<file path="src/hw/rtl/rita_pkg.sv">
// Shared constants, types and functions for the radix integer-to-ASCII converter.
package rita_pkg;

    localparam int VALUE_BITS = 32;
    localparam int IDX_BITS   = $clog2(VALUE_BITS);
    localparam int CNT_BITS   = IDX_BITS + 1;
    localparam int RADIX_BITS = 6;
    localparam int CHAR_BITS  = 8;

    localparam logic [RADIX_BITS-1:0] RADIX_MIN     = 6'd2;
    localparam logic [RADIX_BITS-1:0] RADIX_MAX     = 6'd36;
    localparam logic [RADIX_BITS-1:0] RADIX_RESET   = 6'd10;
    localparam logic [RADIX_BITS-1:0] DECIMAL_LIMIT = 6'd10;
    localparam logic [CHAR_BITS-1:0]  CHAR_ZERO     = 8'h30;
    localparam logic [CHAR_BITS-1:0]  CHAR_LETTER   = 8'h57;

    typedef logic [VALUE_BITS-1:0] t_value;
    typedef logic [RADIX_BITS-1:0] t_digit;

    typedef struct packed {
        logic   start;
        t_value dividend;
        t_digit divisor;
    } t_div_req;

    typedef struct packed {
        logic   done;
        t_value quotient;
        t_digit remainder;
    } t_div_rsp;

    function automatic t_digit effective_radix(input t_digit r);
        t_digit res;
        if (r < RADIX_MIN) begin
            res = RADIX_MIN;
        end else if (r > RADIX_MAX) begin
            res = RADIX_MAX;
        end else begin
            res = r;
        end
        return res;
    endfunction

    function automatic logic [CHAR_BITS-1:0] digit_to_ascii(input t_digit d);
        logic [CHAR_BITS-1:0] res;
        if (d < DECIMAL_LIMIT) begin
            res = CHAR_ZERO + {2'b00, d};
        end else begin
            res = CHAR_LETTER + {2'b00, d};
        end
        return res;
    endfunction

endpackage

</file>
<file path="src/hw/rtl/rita_divider.sv">
// Bit-serial restoring divider that yields one quotient bit per cycle.
module rita_divider import rita_pkg::*; (
    input  logic     i_clk,
    input  logic     i_rst_n,
    input  t_div_req i_req,
    output t_div_rsp o_rsp
);

    t_value              r_quo;
    t_digit              r_rem;
    t_digit              r_div;
    logic [IDX_BITS-1:0] r_cnt;
    logic                r_busy;
    logic                r_done;

    logic [RADIX_BITS:0] trial;
    logic                fits;

    assign trial = {r_rem, r_quo[VALUE_BITS-1]};
    assign fits  = trial >= {1'b0, r_div};

    always_ff @(posedge i_clk) begin
        if (!i_rst_n) begin
            r_busy <= 1'b0;
            r_done <= 1'b0;
            r_cnt  <= '0;
        end else begin
            r_done <= 1'b0;
            if (i_req.start) begin
                r_busy <= 1'b1;
                r_cnt  <= '0;
            end else if (r_busy) begin
                r_cnt <= r_cnt + 1'b1;
                if (r_cnt == IDX_BITS'(VALUE_BITS - 1)) begin
                    r_busy <= 1'b0;
                    r_done <= 1'b1;
                end
            end
        end
    end

    always_ff @(posedge i_clk) begin
        if (i_req.start) begin
            r_quo <= i_req.dividend;
            r_rem <= '0;
            r_div <= i_req.divisor;
        end else if (r_busy) begin
            r_quo <= {r_quo[VALUE_BITS-2:0], fits};
            if (fits) begin
                r_rem <= RADIX_BITS'(trial - {1'b0, r_div});
            end else begin
                r_rem <= trial[RADIX_BITS-1:0];
            end
        end
    end

    assign o_rsp.done      = r_done;
    assign o_rsp.quotient  = r_quo;
    assign o_rsp.remainder = r_rem;

endmodule

</file>
<file path="src/hw/rtl/rita_digit_store.sv">
// Digit buffer memory with one write port and one registered read port.
module rita_digit_store import rita_pkg::*; (
    input  logic                i_clk,
    input  logic                i_we,
    input  logic [IDX_BITS-1:0] i_waddr,
    input  t_digit              i_wdata,
    input  logic [IDX_BITS-1:0] i_raddr,
    output t_digit              o_rdata
);

    t_digit r_mem [VALUE_BITS];
    t_digit r_rdata;

    always_ff @(posedge i_clk) begin
        if (i_we) begin
            r_mem[i_waddr] <= i_wdata;
        end
        r_rdata <= r_mem[i_raddr];
    end

    assign o_rdata = r_rdata;

endmodule

</file>
<file path="src/hw/rtl/radix_integer_to_ascii.sv">
// Top level of the radix integer-to-ASCII converter.
// A transaction is accepted at a rising edge with i_start high and o_busy low;
// i_value is then taken and converted in the base held in the radix register.
// The register is written through i_radix_we and i_radix_wdata; the user is to
// write it only while the block is idle, as the block does not enforce this.
// Values below two count as two and above 36 as 36. Each digit is formed by a
// bit-serial divider that takes one quotient bit per cycle, and remainders are
// kept in a small digit buffer.
// The characters then leave most significant first, one per cycle, each on
// o_digit_char for a single cycle marked by o_strobe; o_last_digit marks the
// final character. Zero gives the single character '0'.
// The receiver cannot stall; each character is taken in the cycle it appears.
// Reset is synchronous and active low; it returns the block to idle and sets
// the radix to ten. The next transaction is accepted once o_busy is low.
module radix_integer_to_ascii import rita_pkg::*; (
    input  logic                  i_clk,
    input  logic                  i_rst_n,
    input  logic                  i_start,
    output logic                  o_busy,
    input  logic [31:0]           i_value,
    input  logic                  i_radix_we,
    input  logic [RADIX_BITS-1:0] i_radix_wdata,
    output logic                  o_strobe,
    output logic [CHAR_BITS-1:0]  o_digit_char,
    output logic                  o_last_digit
);

    typedef enum logic [1:0] {
        S_IDLE,
        S_DIV,
        S_EMIT,
        S_DRAIN
    } t_state;

    t_state              r_state;
    t_digit              r_radix;
    t_digit              r_base;
    t_value              r_work;
    logic                r_div_start;
    logic [CNT_BITS-1:0] r_count;
    logic [IDX_BITS-1:0] r_idx;
    logic                r_pend;
    logic                r_pend_last;
    logic                r_strobe;
    logic                r_last;
    logic [CHAR_BITS-1:0] r_char;

    t_div_req div_req;
    t_div_rsp div_rsp;
    logic     buf_we;
    t_digit   buf_rdata;

    assign div_req.start    = r_div_start;
    assign div_req.dividend = r_work;
    assign div_req.divisor  = r_base;

    assign buf_we = (r_state == S_DIV) && div_rsp.done;

    rita_divider u_divider (
        .i_clk   (i_clk),
        .i_rst_n (i_rst_n),
        .i_req   (div_req),
        .o_rsp   (div_rsp)
    );

    rita_digit_store u_store (
        .i_clk   (i_clk),
        .i_we    (buf_we),
        .i_waddr (r_count[IDX_BITS-1:0]),
        .i_wdata (div_rsp.remainder),
        .i_raddr (r_idx),
        .o_rdata (buf_rdata)
    );

    always_ff @(posedge i_clk) begin
        if (!i_rst_n) begin
            r_radix <= RADIX_RESET;
        end else if (i_radix_we) begin
            r_radix <= i_radix_wdata;
        end
    end

    always_ff @(posedge i_clk) begin
        if (!i_rst_n) begin
            r_state     <= S_IDLE;
            r_div_start <= 1'b0;
            r_count     <= '0;
            r_idx       <= '0;
            r_pend      <= 1'b0;
            r_pend_last <= 1'b0;
            r_strobe    <= 1'b0;
            r_last      <= 1'b0;
            r_char      <= '0;
        end else begin
            r_div_start <= 1'b0;
            r_pend      <= 1'b0;
            r_pend_last <= 1'b0;
            r_strobe    <= r_pend;
            r_last      <= r_pend_last;
            r_char      <= digit_to_ascii(buf_rdata);
            case (r_state)
                S_IDLE: begin
                    if (i_start) begin
                        r_work      <= VALUE_BITS'(i_value);
                        r_base      <= effective_radix(r_radix);
                        r_count     <= '0;
                        r_div_start <= 1'b1;
                        r_state     <= S_DIV;
                    end
                end
                S_DIV: begin
                    if (div_rsp.done) begin
                        r_count <= r_count + 1'b1;
                        if (div_rsp.quotient == '0) begin
                            r_idx   <= r_count[IDX_BITS-1:0];
                            r_state <= S_EMIT;
                        end else begin
                            r_work      <= div_rsp.quotient;
                            r_div_start <= 1'b1;
                        end
                    end
                end
                S_EMIT: begin
                    r_pend      <= 1'b1;
                    r_pend_last <= (r_idx == '0);
                    if (r_idx == '0) begin
                        r_state <= S_DRAIN;
                    end else begin
                        r_idx <= r_idx - 1'b1;
                    end
                end
                S_DRAIN: begin
                    if (!r_pend) begin
                        r_state <= S_IDLE;
                    end
                end
                default: begin
                    r_state <= S_IDLE;
                end
            endcase
        end
    end

    assign o_busy       = (r_state != S_IDLE);
    assign o_strobe     = r_strobe;
    assign o_digit_char = r_char;
    assign o_last_digit = r_last;

endmodule
</file>
<file path="config.mk">
export PLATFORM = sky130hd
export DESIGN_NAME = radix_integer_to_ascii
export DESIGN_NICKNAME = d
export VERILOG_FILES = /design/src/hw/rtl/rita_pkg.sv /design/src/hw/rtl/rita_divider.sv /design/src/hw/rtl/rita_digit_store.sv /design/src/hw/rtl/radix_integer_to_ascii.sv
export SDC_FILE = /design/constraint.sdc
export NUM_CORES = 1
export LEC_CHECK = 0
export BUFFER_PORTS_ARGS = -buffer_cell sky130_fd_sc_hd__buf_2
export CORE_MARGIN = 1.5
export CORE_UTILIZATION = 61
export DETAILED_ROUTE_END_ITERATION = 10
export PLACE_DENSITY = 0.79
export SLEW_MARGIN = 20
export SYNTH_ARGS = -nofsm -noshare
export SYNTH_HDL_FRONTEND = slang
export SYNTH_SLANG_ARGS = --single-unit
export TNS_END_PERCENT = 20
</file>
<file path="constraint.sdc">
create_clock -name i_clk -period 4.2 [get_ports i_clk]
set_clock_uncertainty 0.2 [all_clocks]
set_input_delay 0 -clock i_clk [delete_from_list [all_inputs] [get_ports i_clk]]
set_output_delay 0 -clock i_clk [all_outputs]
set_load 0.05 [all_outputs]
</file>
==> results.yml, run 1 <==
yosys:
  synthArstFlopShare_pct: 0
  yosysUniqueCellTypes: 60
  synth_top_family_by_area: "multiplexers"
  synth_area_um2: 13300
  synth_edf_count: 268
  synth_compound_area_share_pct: 3.87
  synthSimpleGateAreaFrac_pct: 5.88
  ys_seq_area_share_pct: 67.8
  muxShareOfSynthArea_pct: 16.9
  synth_top_area_cell: "edfxtp_1"
  ys_seq_elements: 318
  syn_inst: 794
  netlist.area_leader.share_pct: 60.3
  ys.flop_type: "edfxtp_1"
  avgSynthCellArea_um2: 16.8
  yosysWarnings: 0
  synth.area.top_cells: "edfxtp_1 60%, dfxtp_1 7.5%, mux4_2 6.7%"
  syn_nets: 859
  synth-xor-area-share_pct: 0.853
  synthAdderAreaFrac_pct: 2.29
global_route:
  grt_pass1_wl_mm: 42.6
  track_usage_pct: 25.1
  first_global_vias: 7618
  grt_max_degree: 49
  grt-ovfl-total: 0
  antenna_found_initial: 0
layout:
  num_antenna_cells: 0
  area_delta_synth_final_pct: 14.8
  final_nets: 964
  finalCoreUtilization_pct: 72.2
  fill_cells: 1265
  layout_common_cells: "268 x edfxtp_1, 64 x mux2_2, 55 x nor2_1"
  final_common_cell: "edfxtp_1"
  drive_above_1_share_pct: 24.0
  design_area_um2: 15300
routing:
  drtIter0Drc: 556
  met1_length_mm: 10.7
  wl_met2_mm: 14.3
  top_layer: "met4"
  remaining_drc_errors: 0
  drt_pass1_iterations: 7
  wire_per_inst_um: 22.9
  routed_wirelength_mm: 27.5
  drt-vias-per-instance: 6.20
  wl_met3_mm: 1.77
  vias: 7431
  postRouteAntennaNets: 0
power:
  intPower_mw: 6.19
  p_clk_share_pct: 32.5
  power_frac_seq_pct: 50.9
  switching_power_mw: 2.27
  leakage_nw: 5.16
  power.density_nw_per_um2: 552
  swShare_pct: 26.8
  pwr-share-comb_pct: 16.6
  vdd_drop_max_mv: 0.438
setup_path:
  rr_endpoint: "r_work[5]$_DFFE_PP_"
  startpoint_type: "register"
  arrival_ns: 3.18
  rrSetupSlack_ns: 1.02
  crit_type: "reg -> reg"
  crit_required_ns: 4.20
  crit-reg2reg-launch: "r_state[1]$_SDFFE_PN0P_"
  rr_worst_depth: 7
  end_kind: "register"
  crit_fanout: 43
timing:
  fin_setup_tns_ns: 0
  drv_slew: 0
  setup_viol: 0
  layout_min_cycle_time_ns: 3.18
  hold_violations: 0
  period_share_pct: 75.8
  grt_setup_unrepaired: "false"
  relSlewSlack_pct: 31.6
  worst_slew_pin_slew_ns: 1.03
  fmax_mhz: 314
  setup_ws_ns: 1.02
floorplan:
  core_um2: 21200
  io_pins: 53
  die_area_um2: 22800
  die_w_um: 151
  row_count: 53
  fp.dieH_um: 151
  initial_core_util_pct: 62.9
cts:
  cts.sinks: 318
  numCtsBuffers: 31
  clk_pin_slew_ns: 0.07
  clockRootBuffer: "clkbuf_16"
  postCtsSetupBuffers: 0
  insertion_delay_ns: 0.56
  cts_tree: "done"
  cts_buffer_depth: 3
  cts-htree-levels: 1
placement:
  dp_hpwl_mm: 16.2
  place_congestion: 0.889
  place_area_um2: 13800
  port_buffers: 52
  post-place-ws_ns: 1.05
outcome:
  status: "finished, final reports clean"
hold_path:
  hold_path.startpoint: "i_value[9]"
  min_path_type: "in -> reg"
  holdPathEnd: "r_work[9]$_DFFE_PP_"
  whs_path_depth: 3
run:
  drv_cap: 0
-- sequential cells by signal (all words and copies together) (netlist names), 6 cells and up --
register         count
u_store.r_mem      192
r_work              32
u_divider.r_rem      6
u_store.o_rdata      6
r_base               6
r_radix              6
u_divider.r_quo     32
u_divider.r_div      6
o_digit_char         8
-- final cells by class --
type	count	area, um2	share of cell area (%)
Clock buffer	44	855	5.58
Multi-Input combinational cell	412	3980	26.0
Clock inverter	14	151	0.988
Inverter	23	86.3	0.563
Tap cell	275	344	2.24
Timing Repair Buffer	113	851	5.55
Sequential cell	318	9060	59.1
-- synth_stat cells (all sizes together) (2+ instances only) --
| library cell | instances |
|---|---|
| dfxtp | 50 |
| mux2i | 26 |
| a21o | 3 |
| nand4 | 5 |
| o211ai | 3 |
| and2 | 11 |
| and3 | 2 |
| nor4 | 9 |
| mux2 | 64 |
| nor2 | 55 |
| a211o | 2 |
| or3b | 2 |
| buf | 16 |
| mux4 | 54 |
| xnor2 | 8 |
| nor3b | 3 |
| nand3b | 3 |
| inv | 23 |
| o21a | 8 |
| o211a | 2 |
| o22ai | 3 |
| a311oi | 7 |
| nor2b | 15 |
| a22oi | 8 |
| clkbuf | 25 |
| edfxtp | 268 |
| nand2b | 4 |
| or3 | 2 |
| xor2 | 5 |
| o311ai | 3 |
| a21oi | 7 |
| a31oi | 2 |
| ha | 22 |
| o2111a | 2 |
| nand3 | 11 |
| nand2 | 33 |
| o21ai | 12 |
-- kinds of logic (layout without fill, tap and decap cells) --
| group | count (synthesis) | after routing |
|---|---|---|
| fa+ha+maj | 24 | 24 |
| mux | 144 | 144 |
| xor+xnor | 13 | 13 |
| compound gates | 71 | 71 |
| flops | 318 | 318 |
| simple gates | 160 | 160 |
| buf+inv | 64 | 194 |
-- how the worst max path moves through the flow --
stage / end / slack, ns / start / depth (start not counted)
5_1_grt: r_work[4]$_DFFE_PP_ / 0.79 / r_state[1]$_SDFFE_PN0P_ / 7
2_1_floorplan: r_work[0]$_DFFE_PP_ / 0.79 / r_state[1]$_SDFFE_PN0P_ / 6
6_report: r_work[5]$_DFFE_PP_ / 1.02 / r_state[1]$_SDFFE_PN0P_ / 7
3_3_place_gp: u_divider.r_quo[0]$_DFFE_PP_ / 1.05 / u_divider.r_rem[0]$_SDFFE_PP0P_ / 6
3_5_place_dp: u_store.r_mem[22][1]$_DFFE_PP_ / 1.05 / r_state[1]$_SDFFE_PN0P_ / 5
4_1_cts: r_work[6]$_DFFE_PP_ / 1.02 / r_state[1]$_SDFFE_PN0P_ / 7
-- worst max-delay path, stage by stage, from the launching register on --
cell     delay (ns)
dfxtp_1        0.34
inv_1          0.09
ha_2           0.85
mux2i_1        0.28
a21oi_1        0.33
nand2_1        0.15
a21oi_4        0.14
buf_4          0.41
-- per-layer routing --
metal | vias up | GRT usage [%]
li1 | 3313 | -
met1 | 3742 | 33.4
met2 | 327 | 43.3
met3 | 49 | 3.70
met4 | 0 | 7.38
met5 | - | 0
-- what timing repair did --
item / in CTS / in global routing
hold buffers: 53 / 0
setup endpoints to repair: 0 / 0
hold endpoints to repair: 76 / 0
gates resized for setup: 0 / 0
-- metrics by stage --
stage	power [mW]	instances	hold slack, ns
after detailed placement	5.71	1088	0.0303
after global routing	8.77	1199	0.0887
after global placement	5.64	1088	0.0152
after floorplan	5.23	794	-0.0713
final	8.46	1199	0.0799
after CTS	8.45	1199	0.0665
-- power groups by stage --
stage | sequential, mW | combinational [mW] | clock (mW)
global route | 4.35 | 1.53 | 2.89
finish | 4.30 | 1.41 | 2.75
floorplan | 4.31 | 0.922 | 0
detailed placement | 4.37 | 1.34 | 0
CTS | 4.30 | 1.39 | 2.76
global placement | 4.35 | 1.29 | 0
No activity file was read; power rests on OpenSTA's default activity.
==> run 2: changes to the inputs <==
--- a/config.mk
+++ b/config.mk
@@ -7,9 +7,9 @@
 export LEC_CHECK = 0
 export BUFFER_PORTS_ARGS = -buffer_cell sky130_fd_sc_hd__buf_2
 export CORE_MARGIN = 1.5
-export CORE_UTILIZATION = 61
+export CORE_UTILIZATION = 55
 export DETAILED_ROUTE_END_ITERATION = 10
-export PLACE_DENSITY = 0.79
+export PLACE_DENSITY = 0.75
 export SLEW_MARGIN = 20
 export SYNTH_ARGS = -nofsm -noshare
 export SYNTH_HDL_FRONTEND = slang
==> constraint.sdc (replaced) <==
create_clock -name i_clk -period 2.9 [get_ports i_clk]
set_clock_uncertainty 0.2 [all_clocks]
set_input_delay 0 -clock i_clk [delete_from_list [all_inputs] [get_ports i_clk]]
set_output_delay 0 -clock i_clk [all_outputs]
set_load 0.05 [all_outputs]
==> run 2 against run 1 <==
Final area grew 1.5%. Worst setup slack worse by 0.75 ns. Sequential share of layout area fell by 0.93 points. Clock power grew 41%. Via count barely moved. Combinational power grew 63%. Flip-flop and latch count did not move. Highest routed layer unchanged.
==> results.yml, run 2 (synthesis results as in run 1) <==
outcome:
  status: "finished, final reports clean"
setup_path:
  startpoint_type: "register"
  crit_required_ns: 3.14
  crit_type: "reg -> reg"
  slowest_stage: "dlygate4sd3_1"
  end_kind: "register"
  crit_fanout: 4
  path_cells: "nor4_1 -> nand4_1 -> nor2_2 -> o21ai_0 -> and2_1 -> dlygate4sd3_1"
  cpPeakStageDelay_ns: 0.56
  crit_buf_inv: 1
  cpLargestDelayFamily: "simple AND/OR/NAND/NOR gates"
  arrival_ns: 2.87
placement:
  port_buffers: 52
  place_congestion: 0.884
  dp_hpwl_mm: 16.8
  place_area_um2: 14000
timing:
  relSlewSlack_pct: 46.3
  fin_setup_tns_ns: 0
  drv_slew: 0
  period_share_pct: 90.6
  setup_viol: 0
  fmax_mhz: 380
  grt_setup_unrepaired: "false"
  hold_violations: 0
  worst_slew_pin_slew_ns: 0.806
  layout_min_cycle_time_ns: 2.63
power:
  leakage_nw: 5.28
  power.density_nw_per_um2: 784
  vdd_drop_max_mv: 0.531
  p_total_mw: 12.2
layout:
  layout_common_cells: "268 x edfxtp_1, 64 x mux2_2, 54 x nor2_1, 54 x dlygate4sd3_1, 52 x buf_2"
  design_area_um2: 15600
  largest_register_ffs: 192
  reg_top3: "u_store.r_mem: 192 flops, r_work: 32 flops, u_divider.r_quo: 32 flops"
  fill_cells: 1574
  drive_above_1_share_pct: 25.3
  num_antenna_cells: 0
  final_nets: 989
  area_delta_synth_final_pct: 16.6
  final_common_cell: "edfxtp_1"
  regMostFlops: "u_store.r_mem"
global_route:
  grt_pass1_wl_mm: 43.3
  grt_max_degree: 37
  antenna_found_initial: 0
  track_usage_pct: 21.9
  first_global_vias: 7789
  grt-ovfl-total: 0
cts:
  cts.sinks: 318
  numCtsBuffers: 31
  cts_tree: "done"
  cts-htree-levels: 1
  cts_buffer_depth: 3
  clockRootBuffer: "clkbuf_16"
  clk_pin_slew_ns: 0.07
  postCtsSetupBuffers: 0
  insertion_delay_ns: 0.56
routing:
  vias: 7433
  postRouteAntennaNets: 0
  drt_pass1_iterations: 5
  routed_wirelength_mm: 27.3
  drtIter0Drc: 696
  remaining_drc_errors: 0
  drt-vias-per-instance: 5.87
  wire_per_inst_um: 21.6
floorplan:
  initial_core_util_pct: 56.5
  row_count: 56
  io_pins: 53
  die_w_um: 159
  die_area_um2: 25200
  fp.dieH_um: 159
  core_um2: 23600
run:
  drv_cap: 0
hold_path:
  min_path_type: "in -> reg"
-- run 2: final timing paths --
kind | from | end | slack, ns | cells after the start
worst max register to register | u_divider.r_quo[26]$_DFFE_PP_ | r_div_start$_SDFF_PN0_ | 0.27 | 6
worst max-delay path | u_divider.r_quo[26]$_DFFE_PP_ | r_div_start$_SDFF_PN0_ | 0.27 | 6
worst min-delay path | i_value[22] | r_work[22]$_DFFE_PP_ | 0.08 | 3
worst min register to register | r_base[4]$_SDFFCE_PP0P_ | u_divider.r_div[4]$_DFFE_PP_ | 0.22 | 0
-- run 2: routing by layer --
layer	GRT usage [%]	wire, um
met3	3.03	1550
met5	0	0
met2	37.9	13800
met4	6.10	658
met1	29.0	11300
-- run 2: final cells by class --
cell class	count	area, um2	share of cell area [%]
Clock inverter	20	171	1.10
Multi-Input combinational cell	412	3990	25.6
Inverter	23	86.3	0.555
Tap cell	319	399	2.56
Timing Repair Buffer	138	1070	6.90
Clock buffer	36	795	5.10
Sequential cell	318	9050	58.2
-- run 2: power by group --
part | total, mW | switching (mW) | internal (mW)
logic | 2.30 | 1.37 | 0.925
registers | 6.04 | 0.245 | 5.79
clock network | 3.88 | 1.67 | 2.21
total | 12.2 | 3.28 | 8.93
-- run 2: stage by stage --
step / std cells / hold WS [ns] / setup slack, ns / utilization [%]
after floorplan: 794 / -0.0713 / 0.107 / -
after global placement: 1155 / 0.0202 / 0.345 / 59.4
after detailed placement: 1155 / 0.0247 / 0.238 / 59.4
after CTS: 1265 / 0.0601 / 0.209 / 65.8
after global routing: 1266 / 0.0893 / 0.0899 / 65.9
final: 1266 / 0.0843 / 0.272 / 65.9
-- run 2: timing repair --
item                       4_1_cts  5_1_grt
setup endpoints to repair        0        1
hold endpoints to repair       107        0
resized for setup                0        1
hold buffers                    54        0
-- run 2: worst min-delay path, stage by stage --
cell and delay, ns:
dlygate4sd3_1 0.52, buf_2 0.09, mux2_2 0.13
==> run 3: changes to the inputs <==
--- a/config.mk
+++ b/config.mk
@@ -6,6 +6,7 @@
 export NUM_CORES = 1
 export LEC_CHECK = 0
 export BUFFER_PORTS_ARGS = -buffer_cell sky130_fd_sc_hd__buf_2
+export CORE_ASPECT_RATIO = 0.75
 export CORE_MARGIN = 1.5
 export CORE_UTILIZATION = 55
 export DETAILED_ROUTE_END_ITERATION = 10
==> run 3 against run 2 <==
Sequential power about the same. Register-to-register slack worse by 0.16 ns. Flip-flop and latch count stayed put. Maximum frequency decreased by 5.7%. Wire length is 1.1% higher. Global-route usage is 0.54 points higher. Die area about the same. Largest power group unchanged. Highest routed layer unchanged.
==> results.yml, run 3 (synthesis results as in run 1) <==
cts:
  cts_tree: "done"
  clk_pin_slew_ns: 0.06
  cts_buffer_depth: 3
  cts.sinks: 318
  cts-htree-levels: 1
  insertion_delay_ns: 0.54
  clockRootBuffer: "clkbuf_16"
  postCtsSetupBuffers: 0
  numCtsBuffers: 30
timing:
  hold_violations: 0
  fmax_mhz: 359
  period_share_pct: 96.1
  layout_min_cycle_time_ns: 2.79
  setup_viol: 0
  grt_setup_unrepaired: "false"
  worst_slew_pin_slew_ns: 0.742
  relSlewSlack_pct: 50.5
  fin_setup_tns_ns: 0
  drv_slew: 0
floorplan:
  initial_core_util_pct: 55.8
  die_area_um2: 25200
  die_w_um: 183
  row_count: 49
  core_um2: 23900
  fp.dieH_um: 138
  io_pins: 53
layout:
  drive_above_1_share_pct: 26.7
  reg_top3: "u_store.r_mem: 192 flops, r_work: 32 flops, u_divider.r_quo: 32 flops"
  regMostFlops: "u_store.r_mem"
  final_nets: 995
  layout_common_cells: "268 x edfxtp_1, 64 x mux2_2, 55 x nor2_1"
  area_delta_synth_final_pct: 17.9
  finalCoreUtilization_pct: 65.8
  fill_cells: 1552
  num_antenna_cells: 0
  final_common_cell: "edfxtp_1"
  largest_register_ffs: 192
routing:
  drt_pass1_iterations: 7
  wire_per_inst_um: 21.9
  routed_wirelength_mm: 27.6
  postRouteAntennaNets: 0
  remaining_drc_errors: 0
  vias: 7403
  drt-vias-per-instance: 5.88
  drtIter0Drc: 831
setup_path:
  crit_fanout: 4
  rr_endpoint: "r_div_start$_SDFF_PN0_"
  crit_required_ns: 3.12
  startpoint_type: "register"
  crit-reg2reg-launch: "u_divider.r_quo[11]$_DFFE_PP_"
  end_kind: "register"
  rr_worst_depth: 6
  arrival_ns: 3.01
  crit_type: "reg -> reg"
  rrSetupSlack_ns: 0.11
global_route:
  grt-ovfl-total: 0
  track_usage_pct: 22.4
  antenna_found_initial: 0
  grt_max_degree: 35
  first_global_vias: 7207
  grt_pass1_wl_mm: 42.2
hold_path:
  holdPathEnd: "r_work[21]$_DFFE_PP_"
  min_path_type: "in -> reg"
  whs_path_depth: 3
  hold_path.startpoint: "i_value[21]"
power:
  leakage_nw: 5.39
  vdd_drop_max_mv: 0.570
  power.density_nw_per_um2: 800
run:
  drv_cap: 0
outcome:
  status: "finished, final reports clean"
placement:
  dp_hpwl_mm: 17.3
  place_congestion: 0.829
  port_buffers: 52
[run 3: cell types whose count changed in the layout (fill, tap and decap cells not counted)]
cell | before | now
clkinvlp_4 | 2 | 1
nor2_1 | 54 | 55
clkinv_4 | 0 | 2
bufinv_16 | 3 | 5
nor2_2 | 1 | 0
clkbuf_8 | 0 | 7
buf_12 | 1 | 2
clkinv_2 | 4 | 3
clkbuf_1 | 5 | 4
clkinv_1 | 10 | 2
buf_4 | 30 | 36
[run 3: what timing repair did]
action                                  4_1_cts  5_1_grt
endpoints found under the hold margin       102        0
resized for setup                             0        0
hold buffers                                 54        0
endpoints found under the setup margin        0        0
[run 3: cell type report]
type	count	area [um2]	area share, %
tap	306	383	2.43
clock inverter	14	206	1.31
timing repair buffer	145	1140	7.23
inverter	23	86.3	0.549
sequential	318	9050	57.5
multi-input combinational	412	3980	25.3
clock buffer	42	887	5.64
[run 3: stage by stage]
stage | power, mW | hold WS (ns) | std cells | worst slack (ns) | cell area [um2]
4_1_cts | 12.6 | 0.0813 | 1259 | 0.180 | 15700
3_3_place_gp | 8.26 | 0.0131 | 1149 | 0.308 | 14100
6_report | 12.6 | 0.103 | 1260 | 0.113 | 15700
3_5_place_dp | 8.34 | 0.0197 | 1149 | 0.238 | 14100
2_1_floorplan | 7.58 | -0.0713 | 794 | 0.107 | 13400
5_1_grt | 13.1 | 0.0959 | 1260 | 0.00785 | 15700
[run 3: worst max-delay path by stage]
stage	cells after the start	slack, ns	start	end
3_3_place_gp	6	0.31	r_state[0]$_SDFFE_PN0P_	r_work[13]$_DFFE_PP_
3_5_place_dp	6	0.24	r_state[0]$_SDFFE_PN0P_	r_work[11]$_DFFE_PP_
6_report	6	0.11	u_divider.r_quo[11]$_DFFE_PP_	r_div_start$_SDFF_PN0_
5_1_grt	6	0.008	u_divider.r_quo[11]$_DFFE_PP_	r_div_start$_SDFF_PN0_
2_1_floorplan	6	0.11	r_state[1]$_SDFFE_PN0P_	r_work[0]$_DFFE_PP_
4_1_cts	6	0.18	u_divider.r_quo[11]$_DFFE_PP_	r_div_start$_SDFF_PN0_
[run 3: where the power goes]
group / internal [mW] / switching (mW)
Combinational: 0.936 / 1.40
Clock: 2.58 / 1.65
Sequential: 5.79 / 0.235
[run 3: critical path: stages, from the launching register on]
cell and delay [ns]:
edfxtp_1 0.41, nor4_1 0.46, nand4_1 0.33, nor2_1 0.41, o21ai_0 0.15, and2_1 0.17
dlygate4sd3_1 0.54
[run 3: routing by layer]
metal | vias up | part of all wire, % | global-route usage [%]
met4 | 0 | 1.3 | 4.14
met3 | 31 | 8.8 | 4.41
met1 | 3681 | 46 | 35.2
li1 | 3376 | - | -
met5 | - | 0 | 0
met2 | 315 | 44 | 32.9
